==> config.mk <==
export PLATFORM = sky130hd
export DESIGN_NAME = pollard_rho_divisor_search
export DESIGN_NICKNAME = d
export VERILOG_FILES = /design/src/hdl/prds_pkg.sv /design/src/hdl/prds_mulmod.sv /design/src/hdl/prds_gcd.sv /design/src/hdl/pollard_rho_divisor_search.sv
export SDC_FILE = /design/constraint.sdc
export NUM_CORES = 2
export LEC_CHECK = 0
export ABC_AREA = 1
export ABC_CLOCK_PERIOD_IN_PS = 10100
export BUFFER_PORTS_ARGS = -buffer_cell sky130_fd_sc_hd__buf_2
export CAP_MARGIN = 40
export CORE_ASPECT_RATIO = 0.9
export CORE_UTILIZATION = 64
export DETAILED_ROUTE_END_ITERATION = 8
export PLACE_DENSITY = 0.82
export SLEW_MARGIN = 20
export SYNTH_ARGS = -nofsm -noshare
export SYNTH_HDL_FRONTEND = slang
export SYNTH_SLANG_ARGS = --single-unit
==> constraint.sdc <==
create_clock -name clk -period 10.1 [get_ports clk]
set_clock_uncertainty 0.1 [all_clocks]
set_input_delay 2.02 -clock clk [delete_from_list [all_inputs] [get_ports clk]]
set_output_delay 2.02 -clock clk [all_outputs]
set_load 0.02 [all_outputs]
==> src/hdl/prds_pkg.sv <==
`default_nettype none
// ----------------------------------------------------------------------------
// Pollard rho divisor search package
// Shared widths, codes, transaction types and a modular add helper.
// ----------------------------------------------------------------------------
package prds_pkg;

    localparam int MOD_W   = 32;
    localparam int ROUND_W = 20;
    localparam int CNT_W   = $clog2(MOD_W);
    localparam int SHIFT_W = $clog2(MOD_W) + 1;

    localparam logic [ROUND_W-1:0] ROUNDS_RESET = ROUND_W'(65535);

    localparam logic [1:0] STATUS_PROPER  = 2'd0;
    localparam logic [1:0] STATUS_TRIVIAL = 2'd1;
    localparam logic [1:0] STATUS_CAP     = 2'd2;

    typedef struct packed {
        logic [31:0] modulus;
        logic [31:0] start_value;
        logic [31:0] increment;
    } in_item_t;

    typedef struct packed {
        logic [31:0] divisor;
        logic [1:0]  status;
    } out_item_t;

    typedef struct packed {
        logic [MOD_W-1:0] a;
        logic [MOD_W-1:0] b;
        logic [MOD_W-1:0] n;
    } mul_req_t;

    typedef enum logic [2:0] {
        ST_IDLE,
        ST_RED_X,
        ST_RED_C,
        ST_CHECK,
        ST_MUL,
        ST_ADD,
        ST_GCD,
        ST_DONE
    } state_t;

    // Sum of two residues reduced once; both operands must be below n.
    function automatic logic [MOD_W-1:0] add_mod(input logic [MOD_W-1:0] a,
                                                 input logic [MOD_W-1:0] b,
                                                 input logic [MOD_W-1:0] n);
        logic [MOD_W:0] sum;
        logic [MOD_W:0] red;
        sum = {1'b0, a} + {1'b0, b};
        red = sum - {1'b0, n};
        if (sum >= {1'b0, n})
            return red[MOD_W-1:0];
        return sum[MOD_W-1:0];
    endfunction

endpackage
`default_nettype wire

==> src/hdl/prds_mulmod.sv <==
`default_nettype none
// ----------------------------------------------------------------------------
// Bit-serial modular multiplier
// Computes a*b mod n by shift and add, one multiplier bit per cycle.
// ----------------------------------------------------------------------------
module prds_mulmod
    import prds_pkg::*;
(
    input  wire logic             clk,
    input  wire logic             rst_n,
    input  wire logic             start,
    input  wire mul_req_t         req,
    output logic                  done,
    output logic [MOD_W-1:0]      result
);

    logic             busy_reg, busy_next;
    logic             done_reg, done_next;
    logic [CNT_W-1:0] cnt_reg, cnt_next;
    logic [MOD_W-1:0] acc_reg, acc_next;
    logic [MOD_W-1:0] a_reg, a_next;
    logic [MOD_W-1:0] b_reg, b_next;
    logic [MOD_W-1:0] n_reg, n_next;
    logic [MOD_W-1:0] dbl;

    always_comb
    begin
        busy_next = busy_reg;
        done_next = 1'b0;
        cnt_next  = cnt_reg;
        acc_next  = acc_reg;
        a_next    = a_reg;
        b_next    = b_reg;
        n_next    = n_reg;
        dbl       = add_mod(acc_reg, acc_reg, n_reg);
        if (start)
        begin
            busy_next = 1'b1;
            cnt_next  = CNT_W'(MOD_W - 1);
            acc_next  = '0;
            a_next    = req.a;
            b_next    = req.b;
            n_next    = req.n;
        end
        else if (busy_reg)
        begin
            acc_next = add_mod(dbl, b_reg[MOD_W-1] ? a_reg : '0, n_reg);
            b_next   = {b_reg[MOD_W-2:0], 1'b0};
            cnt_next = cnt_reg - 1'b1;
            if (cnt_reg == '0)
            begin
                busy_next = 1'b0;
                done_next = 1'b1;
            end
        end
    end

    always_ff @(posedge clk or negedge rst_n)
    begin
        if (!rst_n)
        begin
            busy_reg <= 1'b0;
            done_reg <= 1'b0;
        end
        else
        begin
            busy_reg <= busy_next;
            done_reg <= done_next;
        end
    end

    always_ff @(posedge clk)
    begin
        cnt_reg <= cnt_next;
        acc_reg <= acc_next;
        a_reg   <= a_next;
        b_reg   <= b_next;
        n_reg   <= n_next;
    end

    assign done   = done_reg;
    assign result = acc_reg;

endmodule
`default_nettype wire

==> src/hdl/prds_gcd.sv <==
`default_nettype none
// ----------------------------------------------------------------------------
// Binary gcd unit
// Computes gcd(a, b) with one shift or subtract step per cycle.
// ----------------------------------------------------------------------------
module prds_gcd
    import prds_pkg::*;
(
    input  wire logic             clk,
    input  wire logic             rst_n,
    input  wire logic             start,
    input  wire logic [MOD_W-1:0] a,
    input  wire logic [MOD_W-1:0] b,
    output logic                  done,
    output logic [MOD_W-1:0]      result
);

    logic               busy_reg, busy_next;
    logic               done_reg, done_next;
    logic [MOD_W-1:0]   a_reg, a_next;
    logic [MOD_W-1:0]   b_reg, b_next;
    logic [SHIFT_W-1:0] k_reg, k_next;
    logic [MOD_W-1:0]   res_reg, res_next;

    always_comb
    begin
        busy_next = busy_reg;
        done_next = 1'b0;
        a_next    = a_reg;
        b_next    = b_reg;
        k_next    = k_reg;
        res_next  = res_reg;
        if (start)
        begin
            busy_next = 1'b1;
            a_next    = a;
            b_next    = b;
            k_next    = '0;
        end
        else if (busy_reg)
        begin
            priority if (a_reg == '0)
            begin
                res_next  = b_reg << k_reg;
                busy_next = 1'b0;
                done_next = 1'b1;
            end
            else if (b_reg == '0)
            begin
                res_next  = a_reg << k_reg;
                busy_next = 1'b0;
                done_next = 1'b1;
            end
            else if (!a_reg[0] && !b_reg[0])
            begin
                a_next = a_reg >> 1;
                b_next = b_reg >> 1;
                k_next = k_reg + 1'b1;
            end
            else if (!a_reg[0])
                a_next = a_reg >> 1;
            else if (!b_reg[0])
                b_next = b_reg >> 1;
            else if (a_reg >= b_reg)
                a_next = a_reg - b_reg;
            else
                b_next = b_reg - a_reg;
        end
    end

    always_ff @(posedge clk or negedge rst_n)
    begin
        if (!rst_n)
        begin
            busy_reg <= 1'b0;
            done_reg <= 1'b0;
        end
        else
        begin
            busy_reg <= busy_next;
            done_reg <= done_next;
        end
    end

    always_ff @(posedge clk)
    begin
        a_reg   <= a_next;
        b_reg   <= b_next;
        k_reg   <= k_next;
        res_reg <= res_next;
    end

    assign done   = done_reg;
    assign result = res_reg;

endmodule
`default_nettype wire

==> src/hdl/pollard_rho_divisor_search.sv <==
`default_nettype none
// ----------------------------------------------------------------------------
// Pollard rho divisor search
// Runs Pollard's rho with Floyd cycle finding and returns the first divisor.
// ----------------------------------------------------------------------------
// One transaction is handled at a time. Each modular squaring runs in the
// bit-serial multiplier, as do the reductions of the start value and the
// increment, and each gcd runs in the binary gcd unit. The number of rounds
// run is bounded by max_rounds. A finished result waits in an output
// register, so the next transaction is taken while it is still pending.
module pollard_rho_divisor_search
    import prds_pkg::*;
(
    input  wire logic               clk,
    input  wire logic               rst_n,
    input  wire logic               in_valid,
    output logic                    in_ready,
    input  wire in_item_t           in_data,
    output logic                    out_valid,
    input  wire logic               out_ready,
    output out_item_t               out_data,
    input  wire logic               cfg_wr_en,
    input  wire logic [ROUND_W-1:0] cfg_wr_data
);

    state_t             state_reg, state_next;
    logic [MOD_W-1:0]   n_reg, x_reg, y_reg, c_reg, d_reg, inc_reg;
    logic [ROUND_W-1:0] rounds_reg, max_rounds_reg;
    logic [1:0]         step_reg, status_reg;
    logic               out_valid_reg;
    out_item_t          out_data_reg;

    logic               mul_start, mul_done, gcd_start, gcd_done;
    mul_req_t           mul_req;
    logic [MOD_W-1:0]   mul_result, gcd_result, walk, diff;
    logic               accept, finish, small_n;

    assign accept  = in_valid && (state_reg == ST_IDLE);
    assign small_n = (in_data.modulus < 32'd2);
    assign walk    = add_mod(mul_result, c_reg, n_reg);
    assign diff    = (x_reg >= walk) ? (x_reg - walk) : (walk - x_reg);
    assign finish  = (rounds_reg >= max_rounds_reg) || (d_reg != MOD_W'(1));

    prds_mulmod u_mul (
        .clk    (clk),
        .rst_n  (rst_n),
        .start  (mul_start),
        .req    (mul_req),
        .done   (mul_done),
        .result (mul_result)
    );

    prds_gcd u_gcd (
        .clk    (clk),
        .rst_n  (rst_n),
        .start  (gcd_start),
        .a      (diff),
        .b      (n_reg),
        .done   (gcd_done),
        .result (gcd_result)
    );

    always_comb
    begin
        state_next = state_reg;
        unique case (state_reg)
            ST_IDLE:  if (in_valid) state_next = small_n ? ST_DONE : ST_RED_X;
            ST_RED_X: if (mul_done) state_next = ST_RED_C;
            ST_RED_C: if (mul_done) state_next = ST_CHECK;
            ST_CHECK: state_next = finish ? ST_DONE : ST_MUL;
            ST_MUL:   if (mul_done) state_next = ST_ADD;
            ST_ADD:   state_next = (step_reg == 2'd2) ? ST_GCD : ST_MUL;
            ST_GCD:   if (gcd_done) state_next = ST_CHECK;
            ST_DONE:  if (!out_valid_reg || out_ready) state_next = ST_IDLE;
            default:  state_next = ST_IDLE;
        endcase
    end

    always_comb
    begin
        mul_start = 1'b0;
        gcd_start = 1'b0;
        mul_req.a = MOD_W'(1);
        mul_req.b = in_data.start_value;
        mul_req.n = in_data.modulus;
        unique case (state_reg)
            ST_IDLE:  mul_start = accept && !small_n;
            ST_RED_X:
            begin
                mul_start = mul_done;
                mul_req.b = inc_reg;
                mul_req.n = n_reg;
            end
            ST_CHECK:
            begin
                mul_start = !finish;
                mul_req.a = x_reg;
                mul_req.b = x_reg;
                mul_req.n = n_reg;
            end
            ST_ADD:
            begin
                mul_start = (step_reg != 2'd2);
                mul_req.a = (step_reg == 2'd0) ? y_reg : walk;
                mul_req.b = (step_reg == 2'd0) ? y_reg : walk;
                mul_req.n = n_reg;
                gcd_start = (step_reg == 2'd2);
            end
            default:
            begin
                mul_start = 1'b0;
                gcd_start = 1'b0;
            end
        endcase
    end

    always_ff @(posedge clk or negedge rst_n)
    begin
        if (!rst_n)
        begin
            state_reg      <= ST_IDLE;
            out_valid_reg  <= 1'b0;
            max_rounds_reg <= ROUNDS_RESET;
        end
        else
        begin
            state_reg <= state_next;
            if (cfg_wr_en)
                max_rounds_reg <= cfg_wr_data;
            if (state_reg == ST_DONE && (!out_valid_reg || out_ready))
                out_valid_reg <= 1'b1;
            else if (out_ready)
                out_valid_reg <= 1'b0;
        end
    end

    always_ff @(posedge clk)
    begin
        unique case (state_reg)
            ST_IDLE:
            begin
                n_reg      <= in_data.modulus;
                inc_reg    <= in_data.increment;
                d_reg      <= MOD_W'(1);
                rounds_reg <= '0;
                status_reg <= STATUS_TRIVIAL;
            end
            ST_RED_X: if (mul_done) x_reg <= mul_result;
            ST_RED_C:
            begin
                if (mul_done)
                begin
                    c_reg <= mul_result;
                    y_reg <= x_reg;
                end
            end
            ST_CHECK:
            begin
                step_reg <= 2'd0;
                if (d_reg == MOD_W'(1))
                    status_reg <= STATUS_CAP;
                else if (d_reg == n_reg)
                    status_reg <= STATUS_TRIVIAL;
                else
                    status_reg <= STATUS_PROPER;
            end
            ST_ADD:
            begin
                step_reg <= step_reg + 2'd1;
                if (step_reg == 2'd0)
                    x_reg <= walk;
                else
                    y_reg <= walk;
            end
            ST_GCD:
            begin
                if (gcd_done)
                begin
                    d_reg      <= gcd_result;
                    rounds_reg <= rounds_reg + 1'b1;
                end
            end
            ST_DONE:
            begin
                if (!out_valid_reg || out_ready)
                begin
                    out_data_reg.divisor <= d_reg;
                    out_data_reg.status  <= status_reg;
                end
            end
            default: ;
        endcase
    end

    assign in_ready  = (state_reg == ST_IDLE);
    assign out_valid = out_valid_reg;
    assign out_data  = out_data_reg;

endmodule
`default_nettype wire

==> summary.txt <==
Outcome
  – Status: finished, final reports clean

Hold path
  – Endpoint, Worst Hold: out_data[1]
  – Hold Path Depth: 0
  – Min-Delay Path Class: register to register
  – Hold path start: status_reg[1]

Setup path
  – Worst path most repeated cell: nand2_1
  – Slowest-stage cell, CP: buf_4
  – Worst reg2reg endpoint: u_mul.result[4]
  – Critical R2R Launch: u_mul.result[2]
  – Critical Path RT: 10.50 ns
  – Buf/Inv on CP: 5
  – Startpoint types: register
  – Worst EP arrival: 9.32 ns
  – Largest stage delay on the critical path: 0.54 ns
  – Setup crit start: u_mul.result[2]
  – Flop2flop setup slack: 1.19 ns
  – Kind of critical path: register to register
  – Worst path depth: 42
  – R2r worst-path depth: 42
  – CP top delay family: compound AO/OA/AOI/OAI gates
  – Crit path max fanout: 60
  – CP endpoint kind: register

Yosys
  – Post-synthesis async set-or-reset flop share: 5.46%
  – Sequential area share after synthesis: 37.2%
  – Syn Nets: 5605
  – Synth area leader: edfxtp_1
  – Seq cells post-synth: 513
  – Synth warnings: 0
  – EDFF count, synth: 442
  – Syn Std Cell Area: 39900 um^2
  – Share of the synthesized area in the top cell type: 33.3%
  – Top post-synthesis cells by area: edfxtp_1 33%, nand2_1 10%, ha_1 9.7%
  – Mean Syn Cell Area: 7.72 um^2
  – Top FF cell, synth: edfxtp_1
  – Count of cell types in the netlist: 69
  – Post-Synthesis Cells: 5166

STA
  – Count of endpoints failing setup in the final report: 0
  – Final period util: 88.3%
  – Setup TNS: 0 ns
  – Worst Tran Pin Value: 0.945 ns
  – F_max: 112 MHz
  – Final Max Slew Viols: 0
  – Slew HR: 36.4%
  – Hold violation count in the final report: 0
  – Final min period: 8.91 ns
  – RSZ-0062 raised after global routing: false

Die
  – Core ar.: 61400 um^2
  – Die width: 265 um
  – I/O pin cnt: 157
  – DIE HEIGHT: 239 um
  – Initial Util: 64.9%
  – Die area: 63300 um^2
  – Rows: 86

Clock network
  – Reg clk slew, reported paths: 0.07 ns
  – Hold Buf Count CTS: 0
  – H-tree depth: 2
  – Resized cells post-CTS: 0
  – CTS Sinks: 513
  – Total CTS buffers: 53
  – Clk_lat worst skew: 0.65 ns
  – Max Root-Sink Buffers: 3
  – CTS tree: yes
  – Post-CTS Setup Inserts: 0
  – Clk root buf: clkbuf_16

Global route
  – GR Layer Usage met1: 60.7%
  – Number of global-route vias before repair: 37037
  – Total global routing overflow: 0
  – GRT busiest layer: met2
  – Global-route usage over all layers: 48.7%
  – Met2 Use GR: 73.2%
  – First-pass GRT wire length: 229000 um
  – Initial antenna violation count: 4
  – Met3 usage in global routing: 11.5%
  – Largest net degree at the start of global routing: 79

Detailed routing
  – Vias per cell: 6.47
  – # DRC: 0
  – DRT Wirelength: 157000 um
  – Initial DRC count: 6949
  – Detail Route Antenna Nets: 0
  – Drt first pass iters: 7
  – Routed len/inst: 25.7 um
  – Vias post-DR: 39657

Cells and area
  – Area growth syn-to-layout: 8.34%
  – Most common cell after layout, fill and taps aside: nand2_1
  – Layout cells sized above 1: 6.96%
  – Largest register FFs: 34
  – Commonest non-fill, non-tap cells in the layout: 1112 x nand2_1, 705 x inv_1, 456 x a21oi_1, 444 x o21ai_0, 442 x edfxtp_1
  – Total Nets Final: 5681

Place
  – Dpl hpwl: 121000 um
  – Port Buffers: 156
  – Placer Congestion: 1.14

Run
  – Max-cap viol count: 0
## cell usage after synthesis (12+ instances only)
cell type	number
buf_1	14
dfxtp_1	43
nand3_1	196
buf_4	13
xor2_1	169
xnor2_1	112
a21o_1	14
nand2_1	1114
ha_1	310
a21oi_1	456
o21ai_1	56
clkbuf_1	132
nor2_1	371
edfxtp_1	442
o31ai_1	12
o21bai_1	35
nand4_1	31
dfstp_2	16
o211ai_1	51
o21a_1	32
dfrtp_1	12
nor4_1	34
o21ai_0	446
a31oi_1	16
o22ai_1	65
a211oi_1	14
inv_1	707
nor3_1	52
o221ai_1	43
buf_2	15
## how the worst max path moves through the flow
stage                  endpoint  slack, ns
2_1_floorplan   u_mul.b_reg[17]       1.44
3_5_place_dp   u_mul.result[28]       1.36
6_report        u_mul.result[4]       1.19
3_3_place_gp   u_mul.result[31]       1.66
4_1_cts        u_mul.result[31]       1.32
5_1_grt         u_mul.result[1]       0.46
## metrics by stage
step,setup slack [ns],hold WS [ns],std cells,area [um^2],util [%]
final,1.19,0.319,6125,43200,70.4
after floorplan,1.44,0.300,5166,39900,-
after CTS,1.32,0.319,6117,43100,70.2
after detailed placement,1.36,0.305,6018,41400,67.4
after global routing,0.458,0.322,6122,43200,70.3
after global placement,1.66,0.303,6011,41300,67.2
## area by class of cell
class                           instances  area, um^2
Clock buffer                           68        1420
Multi-Input combinational cell       3757       21700
Timing Repair Buffer                  203        1270
Fill cell                            4827       18200
Clock inverter                         31         280
Antenna cell                            3        7.51
Inverter                              714        2680
Tap cell                              836        1050
Sequential cell                       513       14900
## routing by layer
metal / up-vias / routed length (um) / share of wire, %
li1: 17688 / - / -
met5: - / 33 / 0.021
met2: 3269 / 66200 / 42
met4: 4 / 15000 / 9.5
met1: 18020 / 55500 / 35
met3: 676 / 20500 / 13
## cell families after synthesis
group	share of synthesized area (%)
simple gates	19.1
mux	0.229
buf+inv	8.73
flops	37.2
compound gates	18.4
fa+ha+maj	10.1
xor+xnor	6.17
Power is not shown: default switching activity piles up to over one toggle a cycle in this logic, so the estimate is an artifact.
